--- config.mk ---
export PLATFORM = sky130hd
export DESIGN_NAME = windowed_sample_statistics_core
export DESIGN_NICKNAME = d
export VERILOG_FILES = /design/src/design/wss_pkg.sv /design/src/design/wss_ram.sv /design/src/design/wss_div.sv /design/src/design/wss_front.sv /design/src/design/wss_back.sv /design/src/design/windowed_sample_statistics_core.sv
export SDC_FILE = /design/constraint.sdc
export NUM_CORES = 1
export LEC_CHECK = 0
export ABC_AREA = 0
export BUFFER_PORTS_ARGS = -buffer_cell sky130_fd_sc_hd__buf_4
export CAP_MARGIN = 5
export CORE_MARGIN = 2
export CORE_UTILIZATION = 45
export DETAILED_ROUTE_END_ITERATION = 16
export GPL_TIMING_DRIVEN = 0
export PLACE_DENSITY = 0.73
export SYNTH_ARGS = -nofsm -noshare
export SYNTH_HDL_FRONTEND = slang
export SYNTH_SLANG_ARGS = --single-unit
--- constraint.sdc ---
create_clock -name clk -period 12.2 [get_ports clk]
set_input_delay 1.83 -clock clk [delete_from_list [all_inputs] [get_ports clk]]
set_output_delay 1.83 -clock clk [all_outputs]
set_load 0.01 [all_outputs]
--- src/design/wss_pkg.sv ---
// ----------------------------------------------------------------------------
// Windowed sample statistics package
// Beat payload types, field widths and default sizes shared by the block.
// ----------------------------------------------------------------------------
package wss_pkg;

  localparam int CHAN_W       = 8;
  localparam int DATA_W       = 16;
  localparam int STAMP_W      = 32;
  localparam int CHAN_OUT_W   = 2;
  localparam int MEAN_W       = 20;
  localparam int FILL_W       = 4;
  localparam int FRAC_W       = 4;

  localparam int WINDOW_DEF   = 10;
  localparam int CHANNELS_DEF = 4;

  typedef struct packed {
    logic        [CHAN_W-1:0]  channel;
    logic signed [DATA_W-1:0]  sample;
    logic        [STAMP_W-1:0] stamp;
  } in_t;

  typedef struct packed {
    logic        [STAMP_W-1:0]    stamp_out;
    logic        [CHAN_OUT_W-1:0] channel_out;
    logic signed [DATA_W-1:0]     latest;
    logic signed [DATA_W-1:0]     window_min;
    logic signed [DATA_W-1:0]     window_max;
    logic signed [MEAN_W-1:0]     window_mean;
    logic        [FILL_W-1:0]     filled;
  } out_t;

  typedef struct packed {
    logic busy;
    logic done;
  } div_status_t;

endpackage

--- src/design/wss_ram.sv ---
// ----------------------------------------------------------------------------
// Generic single-port RAM
// One write or one read per cycle; read data registered.
// ----------------------------------------------------------------------------
module wss_ram #(
  parameter int WIDTH = 16,
  parameter int DEPTH = 40
) (
  input  logic                                          clk,
  input  logic                                          we,
  input  logic [(DEPTH > 1 ? $clog2(DEPTH) : 1)-1:0]    addr,
  input  logic [WIDTH-1:0]                              wdata,
  output logic [WIDTH-1:0]                              rdata
);

  logic [WIDTH-1:0] mem [DEPTH];

  always_ff @(posedge clk) begin
    if (we) begin
      mem[addr] <= wdata;
    end
    rdata <= mem[addr];
  end

endmodule

--- src/design/wss_div.sv ---
// ----------------------------------------------------------------------------
// Serial unsigned divider
// Restoring division, one quotient bit per cycle.
// ----------------------------------------------------------------------------
module wss_div #(
  parameter int DVD_W = 24,
  parameter int DSR_W = 4
) (
  input  logic                 clk,
  input  logic                 rst,
  input  logic                 start,
  input  logic [DVD_W-1:0]     dividend,
  input  logic [DSR_W-1:0]     divisor,
  output logic [DVD_W-1:0]     quotient,
  output wss_pkg::div_status_t status
);
  import wss_pkg::*;

  localparam int CW = $clog2(DVD_W + 1);

  logic [DSR_W-1:0] rem;
  logic [DVD_W-1:0] quo;
  logic [DSR_W-1:0] dsr;
  logic [CW-1:0]    count;
  logic             busy;
  logic             done;
  logic [DSR_W:0]   shifted;
  logic [DSR_W+1:0] diff;
  logic             fits;

  assign shifted = {rem, quo[DVD_W-1]};
  assign diff    = {1'b0, shifted} - {2'b00, dsr};
  assign fits    = !diff[DSR_W+1];

  always_ff @(posedge clk) begin
    if (rst) begin
      busy  <= 1'b0;
      done  <= 1'b0;
      count <= '0;
    end else begin
      done <= 1'b0;
      if (start) begin
        busy  <= 1'b1;
        count <= CW'(DVD_W);
      end else if (busy) begin
        count <= count - 1'b1;
        if (count == CW'(1)) begin
          busy <= 1'b0;
          done <= 1'b1;
        end
      end
    end
  end

  always_ff @(posedge clk) begin
    if (start) begin
      rem <= '0;
      quo <= dividend;
      dsr <= divisor;
    end else if (busy) begin
      rem <= fits ? diff[DSR_W-1:0] : shifted[DSR_W-1:0];
      quo <= {quo[DVD_W-2:0], fits};
    end
  end

  assign quotient    = quo;
  assign status.busy = busy;
  assign status.done = done;

endmodule

--- src/design/wss_front.sv ---
// ----------------------------------------------------------------------------
// Front end
// Accept input beats, drop unknown channels, hold the rest in a two-entry queue.
// ----------------------------------------------------------------------------
module wss_front #(
  parameter int CHANNELS = wss_pkg::CHANNELS_DEF
) (
  input  logic          clk,
  input  logic          rst,
  input  logic          in_valid,
  output logic          in_ready,
  input  wss_pkg::in_t  in_data,
  output logic          q_valid,
  output wss_pkg::in_t  q_item,
  input  logic          q_pop
);
  import wss_pkg::*;

  in_t        slot [2];
  logic       wr_ptr;
  logic       rd_ptr;
  logic [1:0] level;
  logic       push;

  assign in_ready = (level != 2'd2);
  assign push     = in_valid && in_ready && (in_data.channel < CHAN_W'(CHANNELS));
  assign q_valid  = (level != 2'd0);
  assign q_item   = slot[rd_ptr];

  always_ff @(posedge clk) begin
    if (rst) begin
      wr_ptr <= 1'b0;
      rd_ptr <= 1'b0;
      level  <= 2'd0;
    end else begin
      if (push) begin
        wr_ptr <= !wr_ptr;
      end
      if (q_pop) begin
        rd_ptr <= !rd_ptr;
      end
      if (push && !q_pop) begin
        level <= level + 2'd1;
      end else if (q_pop && !push) begin
        level <= level - 2'd1;
      end
    end
  end

  always_ff @(posedge clk) begin
    if (push) begin
      slot[wr_ptr] <= in_data;
    end
  end

endmodule

--- src/design/wss_back.sv ---
// ----------------------------------------------------------------------------
// Back end
// Store the sample, walk the channel window, divide, and hold the result beat.
// ----------------------------------------------------------------------------
module wss_back #(
  parameter int WINDOW   = wss_pkg::WINDOW_DEF,
  parameter int CHANNELS = wss_pkg::CHANNELS_DEF
) (
  input  logic          clk,
  input  logic          rst,
  input  logic          q_valid,
  input  wss_pkg::in_t  q_item,
  output logic          q_pop,
  output logic          out_valid,
  input  logic          out_ready,
  output wss_pkg::out_t out_data
);
  import wss_pkg::*;

  localparam int PTR_W = (WINDOW > 1) ? $clog2(WINDOW) : 1;
  localparam int CNT_W = $clog2(WINDOW + 1);
  localparam int CH_W  = (CHANNELS > 1) ? $clog2(CHANNELS) : 1;
  localparam int DEPTH = CHANNELS * WINDOW;
  localparam int AW    = (DEPTH > 1) ? $clog2(DEPTH) : 1;
  localparam int SUM_W = DATA_W + CNT_W;
  localparam int DVD_W = SUM_W + FRAC_W;

  typedef enum logic [6:0] {
    S_IDLE  = 7'b0000001,
    S_WRITE = 7'b0000010,
    S_READ  = 7'b0000100,
    S_LAST  = 7'b0001000,
    S_PREP  = 7'b0010000,
    S_DIV   = 7'b0100000,
    S_DONE  = 7'b1000000
  } state_t;

  state_t                   state;
  in_t                      item;
  logic [CH_W-1:0]          ch;
  logic [AW-1:0]            base;
  logic [PTR_W-1:0]         wp_arr   [CHANNELS];
  logic [CNT_W-1:0]         fill_arr [CHANNELS];
  logic [CNT_W-1:0]         cnt;
  logic [CNT_W-1:0]         rd_idx;
  logic                     acc_en;
  logic                     acc_first;
  logic signed [SUM_W-1:0]  sum;
  logic signed [DATA_W-1:0] mn;
  logic signed [DATA_W-1:0] mx;
  logic                     neg;

  logic [PTR_W-1:0]         wp_cur;
  logic [CNT_W-1:0]         fill_cur;
  logic [CNT_W-1:0]         fill_next;
  logic                     ram_we;
  logic [AW-1:0]            ram_addr;
  logic [DATA_W-1:0]        ram_rdata;
  logic signed [DATA_W-1:0] v;
  logic [SUM_W-1:0]         mag;
  logic                     div_start;
  logic [DVD_W-1:0]         quotient;
  div_status_t              div_st;
  logic [MEAN_W-1:0]        q_mean;
  logic signed [MEAN_W-1:0] mean;
  logic                     load_out;

  assign wp_cur    = wp_arr[ch];
  assign fill_cur  = fill_arr[ch];
  assign fill_next = (fill_cur == CNT_W'(WINDOW)) ? fill_cur : fill_cur + 1'b1;

  assign ram_we    = (state == S_WRITE);
  assign ram_addr  = (state == S_WRITE) ? base + AW'(wp_cur) : base + AW'(rd_idx);
  assign v         = $signed(ram_rdata);

  assign mag       = sum[SUM_W-1] ? SUM_W'(-sum) : SUM_W'(sum);
  assign div_start = (state == S_PREP);

  assign q_mean    = quotient[MEAN_W-1:0];
  assign mean      = neg ? $signed(-q_mean) : $signed(q_mean);

  assign q_pop     = (state == S_IDLE) && q_valid;
  assign load_out  = (state == S_DONE) && (!out_valid || out_ready);

  wss_ram #(
    .WIDTH (DATA_W),
    .DEPTH (DEPTH)
  ) u_ram (
    .clk   (clk),
    .we    (ram_we),
    .addr  (ram_addr),
    .wdata (item.sample),
    .rdata (ram_rdata)
  );

  wss_div #(
    .DVD_W (DVD_W),
    .DSR_W (CNT_W)
  ) u_div (
    .clk      (clk),
    .rst      (rst),
    .start    (div_start),
    .dividend ({mag, FRAC_W'(0)}),
    .divisor  (cnt),
    .quotient (quotient),
    .status   (div_st)
  );

  always_ff @(posedge clk) begin
    if (rst) begin
      state     <= S_IDLE;
      acc_en    <= 1'b0;
      acc_first <= 1'b0;
      out_valid <= 1'b0;
      for (int i = 0; i < CHANNELS; i++) begin
        wp_arr[i]   <= '0;
        fill_arr[i] <= '0;
      end
    end else begin
      acc_en    <= (state == S_READ);
      acc_first <= (state == S_READ) && (rd_idx == '0);
      out_valid <= load_out || (out_valid && !out_ready);
      unique case (state)
        S_IDLE: begin
          if (q_valid) begin
            state <= S_WRITE;
          end
        end
        S_WRITE: begin
          wp_arr[ch]   <= (wp_cur == PTR_W'(WINDOW - 1)) ? '0 : wp_cur + 1'b1;
          fill_arr[ch] <= fill_next;
          state        <= S_READ;
        end
        S_READ: begin
          if (rd_idx == cnt - 1'b1) begin
            state <= S_LAST;
          end
        end
        S_LAST: begin
          state <= S_PREP;
        end
        S_PREP: begin
          state <= S_DIV;
        end
        S_DIV: begin
          if (div_st.done) begin
            state <= S_DONE;
          end
        end
        S_DONE: begin
          if (load_out) begin
            state <= S_IDLE;
          end
        end
        default: begin
          state <= S_IDLE;
        end
      endcase
    end
  end

  always_ff @(posedge clk) begin
    if (q_pop) begin
      item <= q_item;
      ch   <= q_item.channel[CH_W-1:0];
      base <= AW'(q_item.channel[CH_W-1:0] * WINDOW);
    end
    if (state == S_WRITE) begin
      cnt    <= fill_next;
      rd_idx <= '0;
    end else if (state == S_READ) begin
      rd_idx <= rd_idx + 1'b1;
    end
    if (acc_en) begin
      if (acc_first) begin
        sum <= SUM_W'(v);
        mn  <= v;
        mx  <= v;
      end else begin
        sum <= sum + SUM_W'(v);
        if (v < mn) begin
          mn <= v;
        end
        if (v > mx) begin
          mx <= v;
        end
      end
    end
    if (div_start) begin
      neg <= sum[SUM_W-1];
    end
    if (load_out) begin
      out_data.stamp_out   <= item.stamp;
      out_data.channel_out <= item.channel[CHAN_OUT_W-1:0];
      out_data.latest      <= item.sample;
      out_data.window_min  <= mn;
      out_data.window_max  <= mx;
      out_data.window_mean <= mean;
      out_data.filled      <= FILL_W'(cnt);
    end
  end

endmodule

--- src/design/windowed_sample_statistics_core.sv ---
// ----------------------------------------------------------------------------
// Windowed sample statistics core
// Per-channel sliding window of samples giving latest, min, max, mean, fill.
// ----------------------------------------------------------------------------
// Sequence: from queue head to result the item is popped and stored, the window
//   RAM is read once per filled entry, S_LAST and S_PREP drain the reads, the
//   bit-serial mean divider runs up to its done flag, and the result is loaded.
// Items are processed one at a time; the front queue takes two more meanwhile.
// Reset: clears pointers, fill counts, queue and result valid; window RAM
//   contents stay undefined and are never read before being written.
// ----------------------------------------------------------------------------
module windowed_sample_statistics_core #(
  parameter int WINDOW   = wss_pkg::WINDOW_DEF,
  parameter int CHANNELS = wss_pkg::CHANNELS_DEF
) (
  input  logic          clk,
  input  logic          rst,
  input  logic          in_valid,
  output logic          in_ready,
  input  wss_pkg::in_t  in_data,
  output logic          out_valid,
  input  logic          out_ready,
  output wss_pkg::out_t out_data
);
  import wss_pkg::*;

  logic q_valid;
  in_t  q_item;
  logic q_pop;

  wss_front #(
    .CHANNELS (CHANNELS)
  ) u_front (
    .clk      (clk),
    .rst      (rst),
    .in_valid (in_valid),
    .in_ready (in_ready),
    .in_data  (in_data),
    .q_valid  (q_valid),
    .q_item   (q_item),
    .q_pop    (q_pop)
  );

  wss_back #(
    .WINDOW   (WINDOW),
    .CHANNELS (CHANNELS)
  ) u_back (
    .clk       (clk),
    .rst       (rst),
    .q_valid   (q_valid),
    .q_item    (q_item),
    .q_pop     (q_pop),
    .out_valid (out_valid),
    .out_ready (out_ready),
    .out_data  (out_data)
  );

  a_pop_needs_item: assert property (@(posedge clk) disable iff (rst)
    q_pop |-> q_valid)
    else $error("queue popped while empty");

  a_latest_in_range: assert property (@(posedge clk) disable iff (rst)
    out_valid |-> (out_data.window_min <= out_data.latest) &&
                  (out_data.latest <= out_data.window_max))
    else $error("latest sample outside window min and max");

  a_mean_in_range: assert property (@(posedge clk) disable iff (rst)
    out_valid |-> (out_data.window_mean >= $signed({out_data.window_min, 4'b0000})) &&
                  (out_data.window_mean <= $signed({out_data.window_max, 4'b0000})))
    else $error("window mean outside window min and max");

endmodule
# Word-level counts from Yosys, hierarchy flattened
# Memories as Yosys holds them, arrays and structs flattened. A register that Yosys moved wholly into a read port is not among the register bits.
# Cells that the tools add are included.
[classes]
n_addsub = 13
mul = 1
order_cmp = 3
n_eq_ne = 16
mux = 44
bitwise = 1
reduce_logical = 30
[ops]
columns = ["op", "count"]
rows = [
  ["$mux W16", 4],
  ["$mux W20", 3],
  ["$pmux W7 S7", 1],
  ["$mux W24", 2],
  ["$neg A20 Y20", 2],
  ["$mux W7", 4],
  ["$add A20 B16 Y20", 1],
  ["$mux W4", 5],
  ["$gt A16 B16 Y1", 1],
  ["$lt A16 B16 Y1", 1],
  ["$mux W1", 16],
  ["$add A4 B1 Y4 const B", 3],
  ["$add A6 B4 Y6", 2],
  ["$mux W2", 6],
  ["$mux W5", 2],
  ["$reduce_bool A2 Y1", 5],
  ["$eq A4 B4 Y1 const B", 2],
  ["$logic_and A1 B1 Y1", 8],
  ["$lt A8 B3 Y1 const B", 1],
  ["$reduce_or A4 Y1", 2],
  ["$eq A7 B1 Y1 const B", 1],
  ["$eq A7 B2 Y1 const B", 1],
  ["$eq A7 B3 Y1 const B", 1],
  ["$eq A7 B4 Y1 const B", 1],
  ["other kinds (22)", 33],
]
[totals]
reg_bits = 277
mem_bits_rw = 784
word_cells = 145
mem_count = 4
[mem_list]
columns = ["name", "depth", "word_bits", "read_ports", "rd_ports_with_merged_regs", "write_ports", "line", "text"]
rows = [
  ["u_back.u_ram.mem", 40, 16, 1, 1, 1, "wss_ram.sv:16", "logic [WIDTH-1:0] mem [DEPTH];"],
  ["u_front.slot", 2, 56, 1, 1, 1, "wss_front.sv:19", "in_t slot [2];"],
  ["u_back.fill_arr", 4, 4, 1, 1, 4, "wss_back.sv:43", "logic [CNT_W-1:0] fill_arr [CHANNELS];"],
  ["u_back.wp_arr", 4, 4, 1, 1, 4, "wss_back.sv:42", "logic [PTR_W-1:0] wp_arr [CHANNELS];"],
]

# Depth between registers and ports, before layout
[depth]
depth_word = 7
ltp_mapped = 19

# Modules after synthesis
# A second synthesis with hierarchy kept.
[hier_totals]
cells_unflattened = 2545
area_unflattened_um2 = 42938.7
[modules_own_cells]
columns = ["mod", "n_inst", "cells_per_inst", "area_each_um2", "seq_area_each_um2"]
rows = [
  ["wss_ram", 1, 1378, 25167.9, 19538.7],
  ["wss_back", 1, 839, 11657.4, 7677.4],
  ["wss_front", 1, 200, 4310.4, 3463.3],
  ["wss_div", 1, 128, 1803.0, 1061.0],
]

# Least setup slack after synthesis
# Ideal clock, no wire load.
[synth_timing]
path_kind = "input -> register"
from = "input port out_ready"
to = "register, netlist name u_back.out_data[0]"
setup_ps = 571
arrival_time_ps = 6286
t_required_ps = 11629
setup_slack_ps = 5343
path_stages = 2
path_cell_list = "nor2b_1 -> nor2_1"
[synth_between]
elab_chain_len = 2
[synth_rtl]
columns = ["item", "line", "text"]
rows = [
  ["start, declared", "windowed_sample_statistics_core.sv:22", "input logic out_ready,"],
  ["$logic_or A1 B1 Y1", "wss_back.sv:83", "assign load_out = (state == S_DONE) && (!out_valid || out_ready);"],
  ["$logic_and A1 B1 Y1", "wss_back.sv:83", ""],
  ["via u_back.load_out", "wss_back.sv:66", "logic load_out;"],
]
# The timed path passes the listed nets, and every way through them passes these cells.
# A chain may end at the register's enable or synchronous reset.

# Worst setup path after layout
[layout_timing]
from = "register u_back.state[6]"
to = "register u_back.u_ram.rdata[12] (read register of u_back.u_ram.mem)"
[layout_between]
elab_chain_len = 2
[layout_rtl]
columns = ["item", "line", "text"]
rows = [
  ["start, declared", "wss_back.sv:38", "state_t state;"],
  ["start signal, assigned", "wss_back.sv:111", "state <= S_IDLE;"],
  ["start signal, assigned", "wss_back.sv:126", "state <= S_WRITE;"],
  ["start signal, assigned", "wss_back.sv:132", "state <= S_READ;"],
  ["$eq A7 B2 Y1", "wss_back.sv:73", "assign ram_addr = (state == S_WRITE) ? base + AW'(wp_cur) : base + AW'(rd_idx);"],
  ["$mux W6", "wss_back.sv:73", ""],
  ["end, declared", "wss_ram.sv:13", "output logic [WIDTH-1:0] rdata"],
]
# No other way between the ends.

==> impl_results.md <==
- Critical path buffers and inverters: 7
- Die Height: 311 um
- Max Transition Viols Final: 0
- Hold Vio Cnt, Final: 0
- Area Overhead vs Synth: 18.0%
- R2R Path End: u_back.u_ram.rdata[12]$_DFF_P_
- Maximum clock insertion buffer count: 3
- Largest net degree at the start of global routing: 42
- Initial antenna violation count: 0
- # fillers: 7237
- First drt pass iteration count: 8
- Largest family of logic cells by synthesized area: multiplexers
- CORE AREA: 93300 um2
- Crit path DAT: 8.05 ns
- Post-Synth Simple-Gate Area: 6.03%
- Final period utilization: 62.4%
- Cell row count: 112
- Synth Area in Compound Gates: 5.05%
- Max-cap violations: 0
- Crit path from: u_back.state[6]$_SDFFE_PP0P_
- Startpoint types: flop
- Fin crit period: 7.61 ns
- Multiplexer area fraction after synthesis: 9.61%
- GRT overflow: 0
- Fraction of layout cells with a size suffix above 1: 22.8%
- Post-CTS Hold Buffers: 0
- Post-CTS Setup Repair Bufs: 0
- GR met1 Demand/Resource: 27.9%
- DR DRC count: 0
- Reg-to-reg slack, setup: 4.59 ns
- Clk sinks: 1061
- Worst path max stage delay: 0.97 ns
- Delay-heaviest family, CP: buffers and inverters
- Worst VDD drop: 0.000132 V
- DRT Wirelength: 109000 um
- Starting Density: 45.5%
- WP depth: 18
- Syn Area/Cell: 16.9 um2
- RSZ-0062 raised after global routing: false
- Post-Synthesis Cells: 2507
- Nets: 2990
- Synth Area in Adders: 2.15%
- Die W: 311 um
- Post-CTS Resized: 0
- IO Port Bufs: 166
- Post-synth cell types: 79
- Worst-Margin Slew: 1.38 ns
- Most crowded layer after global routing: met2
- Tot GR Track Use: 22.0%
- Gp weighted congestion: 0.923
- Tot Pwr: 9970 uW
- Slew HR: 7.96%
- Reg clk slew, reported paths: 0.07 ns
- Syn Nets: 2638
- Mean routed wirelength per cell: 26.0 um
- Root buffer cell: clkbuf_16
- Most used DFF post-synth: edfxtp_1
- Worst Hold Class: reg -> reg
- Post-synthesis register bit count: 1061
- CP required: 12.64 ns
- Seq/Total Area, Yosys: 73.9%
- Synth Area in XOR/XNOR: 1.40%
- R2R cell count: 18
- Via density: 5.96
- Critical-path cell list: buf_2 > nor4b_2 > nand2_1 > clkinv_1 > buf_1 > nand2_1 > o21ai_0 > ha_1 > inv_1 > fa_1 > clkbuf_1 > clkbuf_1 > clkbuf_1 > mux4_2 > nand2_1 > a21oi_1 > nor4_1 > o21ai_0
- First-pass GRT wire length: 160000 um
- Asr flop ratio synth: 0%
- Crit Path Category: reg -> reg
- DIE AREA: 96700 um2
- H-tree depth: 3
- Vias in the first global route: 25126
- Outcome: completed
- Dpl hpwl: 73700 um
- CTS tree: done
- GR Util met3: 5.40%
- EDFF count, synth: 1009
- CP Capture Point: u_back.u_ram.rdata[12]$_DFF_P_
- # IOs: 168
- CP Capture Type: flop
- Commonest cells after routing, fill and taps aside: edfxtp_1 (1009), buf_4 (205), nand2_1 (200)
- Reg2reg start: u_back.state[6]$_SDFFE_PP0P_
- Clk_lat worst skew: 0.72 ns
- Met2 GRT Util: 36.6%
- CTS buffer count: 102
- Leakage: 0.0169 uW
- Slowest cell on crit path: nor4_1
- Synth warn: 0
- Area of the mapped netlist: 42400 um2
- Fmax: 0.131 GHz
- Worst Skew: 0.0825 ns
- Commonest non-fill, non-tap cell in the layout: edfxtp_1
- DRT iter0 DRCs: 3214
- Routed Antenna Nets: 0
- Crit-path max FO: 13
- DR vias: 24997
- Setup_tns: 0 ns
- Final Util: 53.7%
- Final setup viols: 0
- P per Cell Area: 199 nW/um2
-- registers in the layout (all words and copies together) (netlist names), 7 cells and up, named ones only --
register               flops
u_front.slot             100
u_back.sum                20
u_back.wp_arr             16
u_back.mx                 16
u_back.u_ram.rdata        16
u_back.state               7
u_back.mn                 16
u_back.fill_arr           16
u_back.out_data          106
u_back.item               48
u_back.u_ram.mem         640
u_back.u_div.quotient     24
-- synthesized netlist by cell type, drive strengths merged, types with 3 or more instances --
library cell | count | area share [%]
o22ai | 10 | 0.15
o41ai | 6 | 0.12
a31oi | 14 | 0.21
mux4 | 126 | 6.7
inv | 71 | 0.63
and3 | 9 | 0.14
and2 | 8 | 0.12
a21oi | 98 | 1.2
o21a | 9 | 0.16
a221oi | 7 | 0.14
nor4b | 6 | 0.14
or3 | 17 | 0.25
xnor2 | 39 | 0.81
a211oi | 15 | 0.27
nand4 | 12 | 0.18
mux2 | 62 | 1.6
a31o | 3 | 0.062
ha | 68 | 2.0
a21o | 15 | 0.27
xor2 | 29 | 0.60
o21ai | 93 | 1.1
nor4 | 30 | 0.46
nand3b | 4 | 0.071
mux2i | 54 | 1.3
nor2b | 13 | 0.19
nand2b | 19 | 0.28
a211o | 4 | 0.083
nor3b | 5 | 0.088
edfxtp | 1009 | 71
nor3 | 29 | 0.34
nand2 | 201 | 1.8
a2111oi | 6 | 0.14
dfxtp | 52 | 2.5
a22oi | 7 | 0.12
or4 | 9 | 0.16
fa | 3 | 0.14
buf | 48 | 0.65
o31ai | 17 | 0.30
nand3 | 66 | 0.78
clkbuf | 67 | 0.59
a221o | 3 | 0.071
nor2 | 100 | 0.90
o211ai | 13 | 0.23
-- power by group --
| group | switching (uW) | internal, uW |
|---|---|---|
| Combinational | 1480 | 883 |
| Clock | 1360 | 1710 |
| Sequential | 198 | 4340 |
-- area by class of cell --
| cell class | count | area (um2) | area share (%) |
|---|---|---|---|
| Sequential cell | 1061 | 31300 | 62.6 |
| Timing Repair Buffer | 248 | 2630 | 5.24 |
| Clock buffer | 131 | 2750 | 5.50 |
| Buffer | 115 | 526 | 1.05 |
| Inverter | 73 | 274 | 0.547 |
| Multi-Input combinational cell | 1258 | 10500 | 20.9 |
| Tap cell | 1254 | 1570 | 3.13 |
| Clock inverter | 55 | 508 | 1.01 |
| Antenna cell | 1 | 2.50 | 0.00500 |
-- worst min path at each step --
stage | start | endpoint | slack [ns] | depth (start not counted)
detailed placement | u_back.item[1]$_DFFE_PP_ | u_back.out_data[75]$_DFFE_PP_ | 0.40 | 0
finish | u_back.item[7]$_DFFE_PP_ | u_back.out_data[81]$_DFFE_PP_ | 0.42 | 0
floorplan | u_back.item[26]$_DFFE_PP_ | u_back.out_data[100]$_DFFE_PP_ | 0.40 | 0
CTS | u_back.item[7]$_DFFE_PP_ | u_back.out_data[81]$_DFFE_PP_ | 0.42 | 0
global route | u_back.item[7]$_DFFE_PP_ | u_back.out_data[81]$_DFFE_PP_ | 0.42 | 0
global placement | u_back.item[0]$_DFFE_PP_ | u_back.out_data[74]$_DFFE_PP_ | 0.40 | 0
-- cells by family (layout without fill, tap and decap cells) --
group | count (synthesis) | after routing
flops | 1061 | 1061
simple gates | 535 | 535
mux | 242 | 242
compound gates | 342 | 342
buf+inv | 188 | 622
xor+xnor | 68 | 68
other cells | 0 | 1
fa+ha+maj | 71 | 71
-- metrics by stage --
step / worst slack [ns] / hold WS [ns] / std cells / instance area (um2)
after floorplan: 5.34 / 0.400 / 2507 / 42400
after global placement: 2.01 / 0.403 / 3927 / 45200
after detailed placement: 4.96 / 0.405 / 3996 / 46500
after CTS: 4.93 / 0.418 / 4182 / 49700
after global routing: 4.33 / 0.418 / 4195 / 50100
final: 4.59 / 0.416 / 4196 / 50100
-- metal layers --
metal  wire length, um  up-vias
met5                 0        -
met4              4350        0
met3             11200      300
met2             53500     1590
met1             40200    12548
li1                  -    10559
Power figures use the tool's default switching activity.
